**src/rtl/fpr_pkg.sv**
```systemverilog
`default_nettype none
package fpr_pkg;

    localparam int DEF_SCREEN_WIDTH  = 800;
    localparam int DEF_SCREEN_HEIGHT = 480;
    localparam int WORD_W = 32;
    localparam int CW     = 16;
    localparam int RAD_W  = 10;
    localparam int SQ_W   = 2 * RAD_W;

    typedef logic signed [CW-1:0] coord_t;

    typedef enum logic [2:0] {
        ACT_CLEAR  = 3'd0,
        ACT_PIXEL  = 3'd1,
        ACT_FRECT  = 3'd2,
        ACT_ORECT  = 3'd3,
        ACT_FROUND = 3'd4,
        ACT_OROUND = 3'd5,
        ACT_CIRCLE = 3'd6,
        ACT_READ   = 3'd7
    } act_t;

    typedef enum logic [3:0] {
        T_IDLE, T_FIX, T_FIXW, T_SQ, T_ROOT, T_ROOTW, T_COR, T_CORW, T_RD, T_RDW
    } top_state_t;

    typedef enum logic [2:0] {
        SP_CLR, SP_IDLE, SP_BASE, SP_RUN, SP_RBASE, SP_RMEM, SP_ROUT
    } span_state_t;

    typedef struct packed {
        logic   op_rect;
        logic   op_read;
        coord_t x;
        coord_t y;
        coord_t w;
        coord_t h;
        logic   ink;
    } span_req_t;

    typedef struct packed {
        logic busy;
        logic rd_valid;
        logic rd_bit;
    } span_sts_t;

endpackage
`default_nettype wire

```
**src/rtl/fpr_sqrt.sv**
```systemverilog
`default_nettype none
module fpr_sqrt
    import fpr_pkg::*;
(
    input  wire logic             clk,
    input  wire logic             rst_n,
    input  wire logic             start,
    input  wire logic [SQ_W-1:0]  value,
    output logic                  done,
    output logic [RAD_W-1:0]      root,
    output logic [RAD_W:0]        rem
);

    localparam int CNT_W = $clog2(RAD_W);

    logic                 run_reg, run_next;
    logic                 done_reg, done_next;
    logic [CNT_W-1:0]     cnt_reg;
    logic [SQ_W-1:0]      acc_reg;
    logic [RAD_W-1:0]     root_reg, root_next;
    logic [RAD_W:0]       rem_reg, rem_next;
    logic [RAD_W+2:0]     cur;
    logic [RAD_W+2:0]     trial;
    logic                 ge;

    // One result bit per cycle: bring down two radicand bits, try root*4+1.
    always_comb
    begin
        cur       = {rem_reg, acc_reg[SQ_W-1:SQ_W-2]};
        trial     = {1'b0, root_reg, 2'b01};
        ge        = cur >= trial;
        rem_next  = ge ? (RAD_W+1)'(cur - trial) : (RAD_W+1)'(cur);
        root_next = {root_reg[RAD_W-2:0], ge};
        run_next  = run_reg ? (cnt_reg != CNT_W'(RAD_W - 1)) : start;
        done_next = run_reg && (cnt_reg == CNT_W'(RAD_W - 1));
    end

    always_ff @(posedge clk or negedge rst_n)
    begin
        if (!rst_n)
        begin
            run_reg  <= 1'b0;
            done_reg <= 1'b0;
        end
        else
        begin
            run_reg  <= run_next;
            done_reg <= done_next;
        end
    end

    always_ff @(posedge clk)
    begin
        if (!run_reg && start)
        begin
            acc_reg  <= value;
            root_reg <= '0;
            rem_reg  <= '0;
            cnt_reg  <= '0;
        end
        else if (run_reg)
        begin
            acc_reg  <= {acc_reg[SQ_W-3:0], 2'b00};
            root_reg <= root_next;
            rem_reg  <= rem_next;
            cnt_reg  <= cnt_reg + CNT_W'(1);
        end
    end

    assign done = done_reg;
    assign root = root_reg;
    assign rem  = rem_reg;

endmodule
`default_nettype wire

```
**config.mk**
```make
export PLATFORM = sky130hd
export DESIGN_NAME = fpr_sqrt
export DESIGN_NICKNAME = d
export VERILOG_FILES = /design/src/rtl/fpr_pkg.sv /design/src/rtl/fpr_sqrt.sv
export SDC_FILE = /design/constraint.sdc
export NUM_CORES = 1
export LEC_CHECK = 0
export ABC_AREA = 1
export BUFFER_PORTS_ARGS = -buffer_cell sky130_fd_sc_hd__buf_2
export CAP_MARGIN = 15
export CORE_MARGIN = 5
export CORE_UTILIZATION = 60
export DETAILED_ROUTE_END_ITERATION = 10
export PLACE_DENSITY = 0.91
export SYNTH_ARGS = -nofsm -noshare
export SYNTH_HDL_FRONTEND = slang
export SYNTH_SLANG_ARGS = --single-unit
```
**constraint.sdc**
```tcl
create_clock -name clk -period 3.3 [get_ports clk]
set_input_delay 0.66 -clock clk [delete_from_list [all_inputs] [get_ports clk]]
set_output_delay 0.66 -clock clk [all_outputs]
set_load 0.005 [all_outputs]
```
==> run summary, run 1 <==
Syn Inst Count = 352
count of pins over their slew limit = 0
Post-synth EDFFs = 20
peak per-stage delay on the critical path = 0.47 ns
Peak VDD IR = 0.5322 mV
CP max-delay cell = a21oi_2
power density over the cells = 1265 nW/µm²
synthesized area = 2686 µm²
RSZ-0062 raised after global routing = no
Crit. End Element = flip-flop
dpl cells = 437
Final setup viols = 0
Sw Ratio = 47.91%
worst-margin pin slew = 0.7506 ns
top sig layer = met4
Tot Pwr = 3.760 mW
worst flop-to-flop path startpoint = root[6]
1st-iter DRT viols = 119
area post-placement = 2888 µm²
min Tclk post-route = 2.381 ns
diodes inserted = 0
P_sw = 1.802 mW
Syn Nets = 389
initial antenna violation count = 0
CP Depth = 12
first-pass detailed-route iteration total = 4
I/O Pins = 45
WL met2 = 2.851 mm
Post-Layout Cell Count = 445
status = completed
Synth top area share = 22.36%
most frequent CP cell = nand2_1
largest net degree at the start of global routing = 23
WP data arrival = 2.59 ns
max reg flops = 20
share of cells above drive strength 1 = 19.08%
Clock Latency Late Sink = 0.30 ns
static leakage = 1.560 nW
Overflow after GRT = 0
DRT Wirelength = 5.907 mm
vias = 2364
M1 WL = 2.453 mm
DRT antenna net count = 0
Avg Vias per Cell = 5.312
Yosys warnings = 0
Critical Path RT = 3.51 ns
Synth async-reset ratio = 4.255%
Clock transition at path regs = 0.09 ns
#FFs+latches synth = 47
vias in the first global route = 2315
multi-input combinational cell area = 1271 µm²
Area Overhead vs Synth = 10.67%
# DRC = 0
Min Hold Slack = 0.1228 ns
routed wl met3 = 362 µm
chip height = 76.91 µm
die area = 5915 µm²
CTS tree = built
register area = 1151 µm²
count of hold-fix buffers inserted at cts = 0
clock skew = 0.002687 ns
Final Hold Viols = 0
wire per inst = 13.27 µm
CP startpoint = root[6]
Clock Power Share = 9.1%
final net count = 429
gpl congestion = 0.9557
logic gate share of total power = 59.9%
Final period util = 72.16%
clock root cell = clkbuf_8
Setup Buffers After CTS = 0
sequential share of the synthesized area = 42.85%
Critical Path, Cell by Cell = inv_1, ha_1, nand2_2, inv_1, nand2_1, nand2_1, a21oi_2, nand3_2, nand2_1, nand2_1, nand2_1, nand2_1
crit path to = rem[10]
global-route wire length before repair = 10.03 mm
total track usage = 20.73%
CTS Sinks = 47
Core Region = 4354 µm²
Reg2Reg Depth = 12
Setup Total Neg Slack = 0 ns
Critical Path Source Type = flip-flop
Slew headroom = 49.91%
post-CTS resize count = 0
part of the power in registers = 31.0%
main flop type after synthesis = dfxtp_1
syn avg cell area = 7.632 µm²
MaxCap Viol Count = 0
CP Class = flip-flop to flip-flop
number of filler cells placed in the layout = 378
Buffers & Inverters on Critical Path = 2
Synth area leader = edfxtp_1
r2r endpoint = rem[10]
highest clock rate = 419.9 MHz
Unique masters post-synth = 29
CTS Buf Count = 5
Post-DP HPWL = 4.390 mm
Crit Path Max Fanout = 11
FF-to-FF setup slack = 0.92 ns
largest cells by area after synthesis = edfxtp_1, dfxtp_1, nand2_1
initial core utilization = 61.70%
Die X = 76.91 µm
clk buf depth = 2
FP Rows = 24
P_int = 1.959 mW
PortBufs = 44
H-tree depth = 2
post-route cell area = 2973 µm²
Largest delay share family, worst path = simple AND/OR/NAND/NOR gates
worst hold path class = primary input to asynchronous set/reset pin
[through the flow]
| stage | setup slack, ns | utilization [%] |
|---|---|---|
| 2_1_floorplan | 1.344 | - |
| 3_3_place_gp | 1.007 | 66.32 |
| 3_5_place_dp | 0.9790 | 66.32 |
| 4_1_cts | 0.9573 | 68.28 |
| 5_1_grt | 0.7572 | 68.28 |
| 6_report | 0.9187 | 68.28 |
[layout by cell type (no fill, tap or decap), types with 5 or more instances in the layout]
cell type,instances
nand2_2,9
inv_1,41
o21ai_0,5
dfxtp_1,25
o22ai_1,10
a21oi_1,7
nand2_1,132
nand3_1,21
buf_2,44
edfxtp_1,20
nand4_1,14
clkbuf_8,5
ha_1,14
nor2_1,15
[worst reg2reg max path, stage by stage, from the launching register on]
cell,delay [ns]
dfxtp_1,0.33
inv_1,0.07
ha_1,0.36
nand2_2,0.13
inv_1,0.06
nand2_1,0.06
nand2_1,0.07
a21oi_2,0.47
nand3_2,0.41
nand2_1,0.18
nand2_1,0.06
nand2_1,0.05
nand2_1,0.05
[area by class of cell]
type | count | share of cell area, %
flip-flops and latches | 47 | 38.72
multi-input cells | 248 | 42.76
clock buffers | 6 | 2.441
repair buffers | 46 | 7.912
inverters | 44 | 5.556
well taps | 52 | 2.189
clock inverters | 2 | 0.4209
[cell families after synthesis]
| family | Yosys count | share of synthesized area [%] |
|---|---|---|
| AND/OR/NAND/NOR | 205 | 34.05 |
| buffers and inverters | 57 | 9.827 |
| flip-flops | 47 | 42.85 |
| AO/OA/AOI/OAI | 25 | 5.449 |
| adder cells (fa/ha/maj) | 14 | 6.521 |
| XOR/XNOR | 4 | 1.304 |
[power groups by stage]
stage	logic (mW)	clock network [mW]	registers [mW]
after global placement	2.17	0	1.17
after global routing	2.57	0.376	1.20
final	2.25	0.344	1.17
after floorplan	1.78	0	1.11
after CTS	2.25	0.344	1.17
after detailed placement	2.23	0	1.17
[cell usage after synthesis, types with 2 or more instances]
| cell | n |
|---|---|
| clkbuf_1 | 4 |
| xnor2_1 | 3 |
| nor2_4 | 2 |
| a21oi_1 | 7 |
| nand2_2 | 9 |
| nor3_1 | 2 |
| o21a_1 | 2 |
| nor2_2 | 3 |
| o22ai_1 | 10 |
| buf_4 | 2 |
| buf_2 | 2 |
| inv_2 | 3 |
| nand3_2 | 3 |
| nand3_1 | 21 |
| nand3b_1 | 3 |
| edfxtp_1 | 20 |
| buf_6 | 4 |
| dfrtp_1 | 2 |
| o21ai_0 | 5 |
| dfxtp_1 | 25 |
| nand2_1 | 132 |
| nand4_1 | 14 |
| inv_1 | 41 |
| ha_1 | 14 |
| nor2_1 | 15 |
[per-layer routing]
| metal | global-route usage [%] | vias to the layer above |
|---|---|---|
| met5 | 0 | - |
| met4 | 11.89 | 0 |
| met3 | 5.035 | 19 |
| met2 | 34.63 | 78 |
| met1 | 23.96 | 1054 |
| li1 | - | 1213 |
[worst min-delay path by stage]
stage / end / start / slack [ns]
2_1_floorplan: done / rst_n / 0.36
5_1_grt: run_reg / rst_n / 0.11
6_report: run_reg / rst_n / 0.12
3_3_place_gp: done / rst_n / 0.44
3_5_place_dp: run_reg / rst_n / 0.45
4_1_cts: done / rst_n / 0.12
Note: power is estimated with default switching activity, not from simulation.
==> run 2, diff against run 1 <==
Settings changed: CORE_UTILIZATION 60 to 56, PLACE_DENSITY 0.91 to 0.86.
Clock period 3.3 ns to 2.4 ns, I/O delays scaled along.
==> run 2 against run 1 <==
Compared with the run above:
- sequential power increased by 35%
- non-clock buffer count increased by 5
- fmax increased by 15%
- clock skew increased by 0.0026 ns
- largest cell class unchanged
- flip-flop and latch count unchanged
- global-route usage increased by 0.15 points
- via count increased by 0.13%
- sequential share of layout area decreased by 0.95 points
- final cell count increased by 1.6%
- clock-buffer cell count unchanged
==> run summary, run 2 (same netlist as run 1, synthesis figures left out) <==
Critical Path Source Type = flip-flop
1st-iter DRT viols = 157
Peak VDD IR = 0.6711 mV
die area = 6282 µm²
FF-to-FF setup slack = 0.32 ns
first-pass detailed-route iteration total = 4
CTS Buf Count = 5
vias in the first global route = 2247
WHS Endpoint = acc_reg[5]
WP data arrival = 2.14 ns
Post-DP HPWL = 4.626 mm
clock root cell = clkbuf_8
MaxCap Viol Count = 0
Avg Vias per Cell = 5.237
global-route wire length before repair = 10.38 mm
Setup Total Neg Slack = 0 ns
wire per inst = 13.75 µm
DRT antenna net count = 0
chip height = 79.26 µm
status = completed
r2r endpoint = acc_reg[13]
final net count = 434
initial core utilization = 57.25%
Min Hold Slack = 0.4459 ns
share of cells above drive strength 1 = 19.85%
static leakage = 1.593 nW
Final setup viols = 0
clk buf depth = 2
Overflow after GRT = 0
Crit. End Element = flip-flop
Critical Path RT = 2.46 ns
RSZ-0062 raised after global routing = no
register area = 1151 µm²
CTS Sinks = 47
Reg2Reg Depth = 4
worst flop-to-flop path startpoint = run_reg
H-tree depth = 2
Clock transition at path regs = 0.09 ns
clock skew = 0.005330 ns
Core Region = 4692 µm²
CP startpoint = run_reg
most frequent cells in the layout = nand2_1, buf_2, inv_1
min Tclk post-route = 2.078 ns
vias = 2367
CP Class = flip-flop to flip-flop
PortBufs = 44
I/O Pins = 45
count of pins over their slew limit = 0
leading cell type in the layout, fill and taps excluded = nand2_1
diodes inserted = 0
worst hold path class = primary input to flip-flop
Hold Crit Depth = 3
Clock Latency Late Sink = 0.30 ns
total track usage = 20.88%
largest net degree at the start of global routing = 29
Die X = 79.26 µm
dpl cells = 443
CTS tree = built
worst-margin pin slew = 0.6824 ns
multi-input combinational cell area = 1279 µm²
number of filler cells placed in the layout = 411
Final period util = 86.60%
Slew headroom = 54.46%
highest clock rate = 481.2 MHz
power density over the cells = 1759 nW/µm²
gpl congestion = 0.8710
initial antenna violation count = 0
Setup WS pre-CTS = 0.2090 ns
hold path startpoint = value[5]
final core utilization = 64.96%
DRT Wirelength = 6.214 mm
# DRC = 0
Post-Layout Cell Count = 452
max reg flops = 20
FP Rows = 25
Crit Path Max Fanout = 22
final setup margin = 0.3217 ns
Area Overhead vs Synth = 13.46%
Final Hold Viols = 0
[run 2: cell count changes in the layout (fill, tap and decap cells not counted), sizes merged]
| cell | before | now |
|---|---|---|
| dlygate4sd3 | 0 | 1 |
| bufinv | 0 | 1 |
| buf | 46 | 50 |
| clkinv | 1 | 0 |
[run 2: repair_timing]
item,4_1_cts,5_1_grt
resized for setup,0,1
endpoints found under the setup margin,0,2
setup buffers,0,0
endpoints found under the hold margin,2,0
hold buffers,1,0
[run 2: worst max-delay path: stages, from the launching register on]
cell and delay [ns]:
dfrtp_1 0.47, nor2_2 0.58, inv_1 0.51, nand2_1 0.21, nand2_1 0.07
[run 2: worst max-delay path by stage]
| stage | slack (ns) | depth (start not counted) | to |
|---|---|---|---|
| after floorplan | 0.62 | 3 | acc_reg[0] |
| after global placement | 0.27 | 10 | rem[10] |
| after detailed placement | 0.21 | 6 | acc_reg[13] |
| after CTS | 0.21 | 10 | rem[10] |
| after global routing | 0.07 | 10 | rem[10] |
| final | 0.32 | 4 | acc_reg[13] |
[run 2: power by group]
part           leakage [nW]  total (mW)  switching, mW  internal (mW)
combinational          1.08        3.19           1.96           1.23
clock                0.0514       0.589          0.278          0.311
sequential            0.465        1.58          0.277           1.30
[run 2: stage by stage]
step,instance area (µm²),power (mW)
global placement,2920,4.659
CTS,3040,5.353
finish,3048,5.362
global route,3048,5.902
detailed placement,2920,4.729
floorplan,2686,3.976
[run 2: cell type report]
cell class	instances	share of cell area, %
sequential	47	37.77
clock inverter	2	1.232
tap	54	2.217
clock buffer	6	2.381
timing repair buffer	51	9.031
inverter	44	5.419
multi-input combinational	248	41.95
[run 2: layer usage]
metal | global-route usage, % | part of all wire [%] | vias to the layer above
met3 | 4.535 | 4.8 | 7
met2 | 35.69 | 50 | 52
met5 | 0 | 0 | -
met4 | 5.670 | 0.98 | 0
met1 | 26.62 | 44 | 1082
li1 | - | - | 1226
==> run 3, diff against run 2 <==
Settings changed: MAX_ROUTING_LAYER from default to met4, SKIP_LAST_GASP from default to 1.
==> run 3 against run 2 <==
Compared with the run above:
- cell area decreased by 0.25%
- first-iteration DRC count unchanged
- final cell count unchanged
- sequential share of layout area increased by 0.093 points
- largest cell class unchanged
==> run summary, run 3 (same netlist as run 1, synthesis figures left out) <==
status = completed
Setup WS pre-CTS = 0.2236 ns
logic gate share of total power = 59.3%
Final Hold Viols = 0
FP Rows = 25
diodes inserted = 0
WP data arrival = 2.39 ns
Hold Crit Depth = 3
min Tclk post-route = 2.192 ns
first-pass detailed-route iteration total = 4
Area Overhead vs Synth = 13.18%
post-route cell area = 3040 µm²
Core Region = 4692 µm²
leading cell type in the layout, fill and taps excluded = nand2_1
DRT Wirelength = 6.120 mm
power density over the cells = 1751 nW/µm²
global routing met2 resource utilization = 34.85%
area post-placement = 2920 µm²
highest clock rate = 456.2 MHz
Clock Latency Late Sink = 0.29 ns
final net count = 434
initial core utilization = 57.25%
number of filler cells placed in the layout = 427
largest net degree at the start of global routing = 29
Reg2Reg Depth = 10
Crit Path Max Fanout = 11
Final period util = 91.34%
Post-Layout Cell Count = 452
met3 usage = 3.968%
DRT antenna net count = 0
clock root cell = clkbuf_8
MaxCap Viol Count = 0
# DRC = 0
Critical Path RT = 2.60 ns
clock skew = 0.005560 ns
gpl congestion = 0.8802
vias = 2331
P_int = 2.843 mW
Clock transition at path regs = 0.09 ns
Post-DP HPWL = 4.750 mm
1st-iter DRT viols = 157
worst-margin pin slew = 0.6629 ns
initial antenna violation count = 0
final setup margin = 0.2077 ns
count of pins over their slew limit = 0
chip height = 79.26 µm
r2r endpoint = rem[10]
worst hold path class = primary input to flip-flop
Critical Path Source Type = flip-flop
CP Class = flip-flop to flip-flop
die area = 6282 µm²
Avg Vias per Cell = 5.157
clk buf depth = 2
dpl cells = 443
H-tree depth = 2
WHS Endpoint = acc_reg[18]
vias in the first global route = 2313
total track usage = 21.07%
wire per inst = 13.54 µm
most crowded layer after global routing = met2
Crit. End Element = flip-flop
static leakage = 1.592 nW
Setup Buffers After CTS = 0
Peak VDD IR = 0.7226 mV
max reg flops = 20
share of cells above drive strength 1 = 19.85%
Setup Total Neg Slack = 0 ns
global-route wire length before repair = 10.38 mm
Final setup viols = 0
Clock Power Share = 10.9%
CTS tree = built
CTS Buf Count = 5
FF-to-FF setup slack = 0.21 ns
Die X = 79.26 µm
I/O Pins = 45
CTS Sinks = 47
Slew headroom = 55.76%
most frequent cells in the layout = nand2_1, buf_2, inv_1
P_sw = 2.481 mW
RSZ-0062 raised after global routing = no
Overflow after GRT = 0
worst flop-to-flop path startpoint = root[2]
PortBufs = 44
Sw Ratio = 46.60%
met1 GRT Util = 26.74%
hold path startpoint = value[18]
part of the power in registers = 29.9%
Min Hold Slack = 0.4523 ns
-- run 3: cell type report --
cell class                      count  area [µm²]  share of cell area (%)
Clock inverter                      2       37.54                   1.235
Timing Repair Buffer               51       275.3                   9.053
Tap cell                           54       67.56                   2.222
Clock buffer                        6       72.57                   2.387
Inverter                           44       165.2                   5.432
Sequential cell                    47        1151                   37.86
Multi-Input combinational cell    248        1271                   41.81
-- run 3: worst max-delay path by stage --
stage / from / endpoint
final: root[2] / rem[10]
after detailed placement: root[2] / rem[10]
after global routing: root[2] / rem[10]
after global placement: root[2] / rem[10]
after floorplan: start / acc_reg[0]
after CTS: root[2] / rem[10]
-- run 3: per-stage QoR --
step	power [mW]	utilization [%]
final	5.323	64.80
after floorplan	3.976	-
after CTS	5.334	64.80
after detailed placement	4.749	62.24
after global routing	5.830	64.80
after global placement	4.659	62.24
-- run 3: what timing repair did --
item	CTS	global route
endpoints found under the hold margin	2	0
hold buffers	1	0
gates resized for setup	0	0
-- run 3: power by group through the flow --
stage | clock network (mW) | registers, mW | logic [mW]
floorplan | 0 | 1.53 | 2.44
global placement | 0 | 1.59 | 3.07
detailed placement | 0 | 1.60 | 3.15
CTS | 0.590 | 1.58 | 3.16
global route | 0.623 | 1.63 | 3.58
finish | 0.579 | 1.59 | 3.15
-- run 3: metal layers --
| layer | part of all wire (%) | vias to the layer above |
|---|---|---|
| li1 | - | 1226 |
| met1 | 46 | 1035 |
| met2 | 47 | 56 |
| met3 | 4.8 | 14 |
| met4 | 1.8 | 0 |
| met5 | 0 | - |
-- run 3: critical path: stages, from the launching register on --
cell     delay [ns]
dfxtp_1        0.34
inv_1          0.07
ha_1           0.37
a21oi_1        0.30
nand3_2        0.17
nand2_2        0.22
nand3_2        0.28
nand2_1        0.18
nand2_1        0.06
nand2_1        0.05
nand2_1        0.04
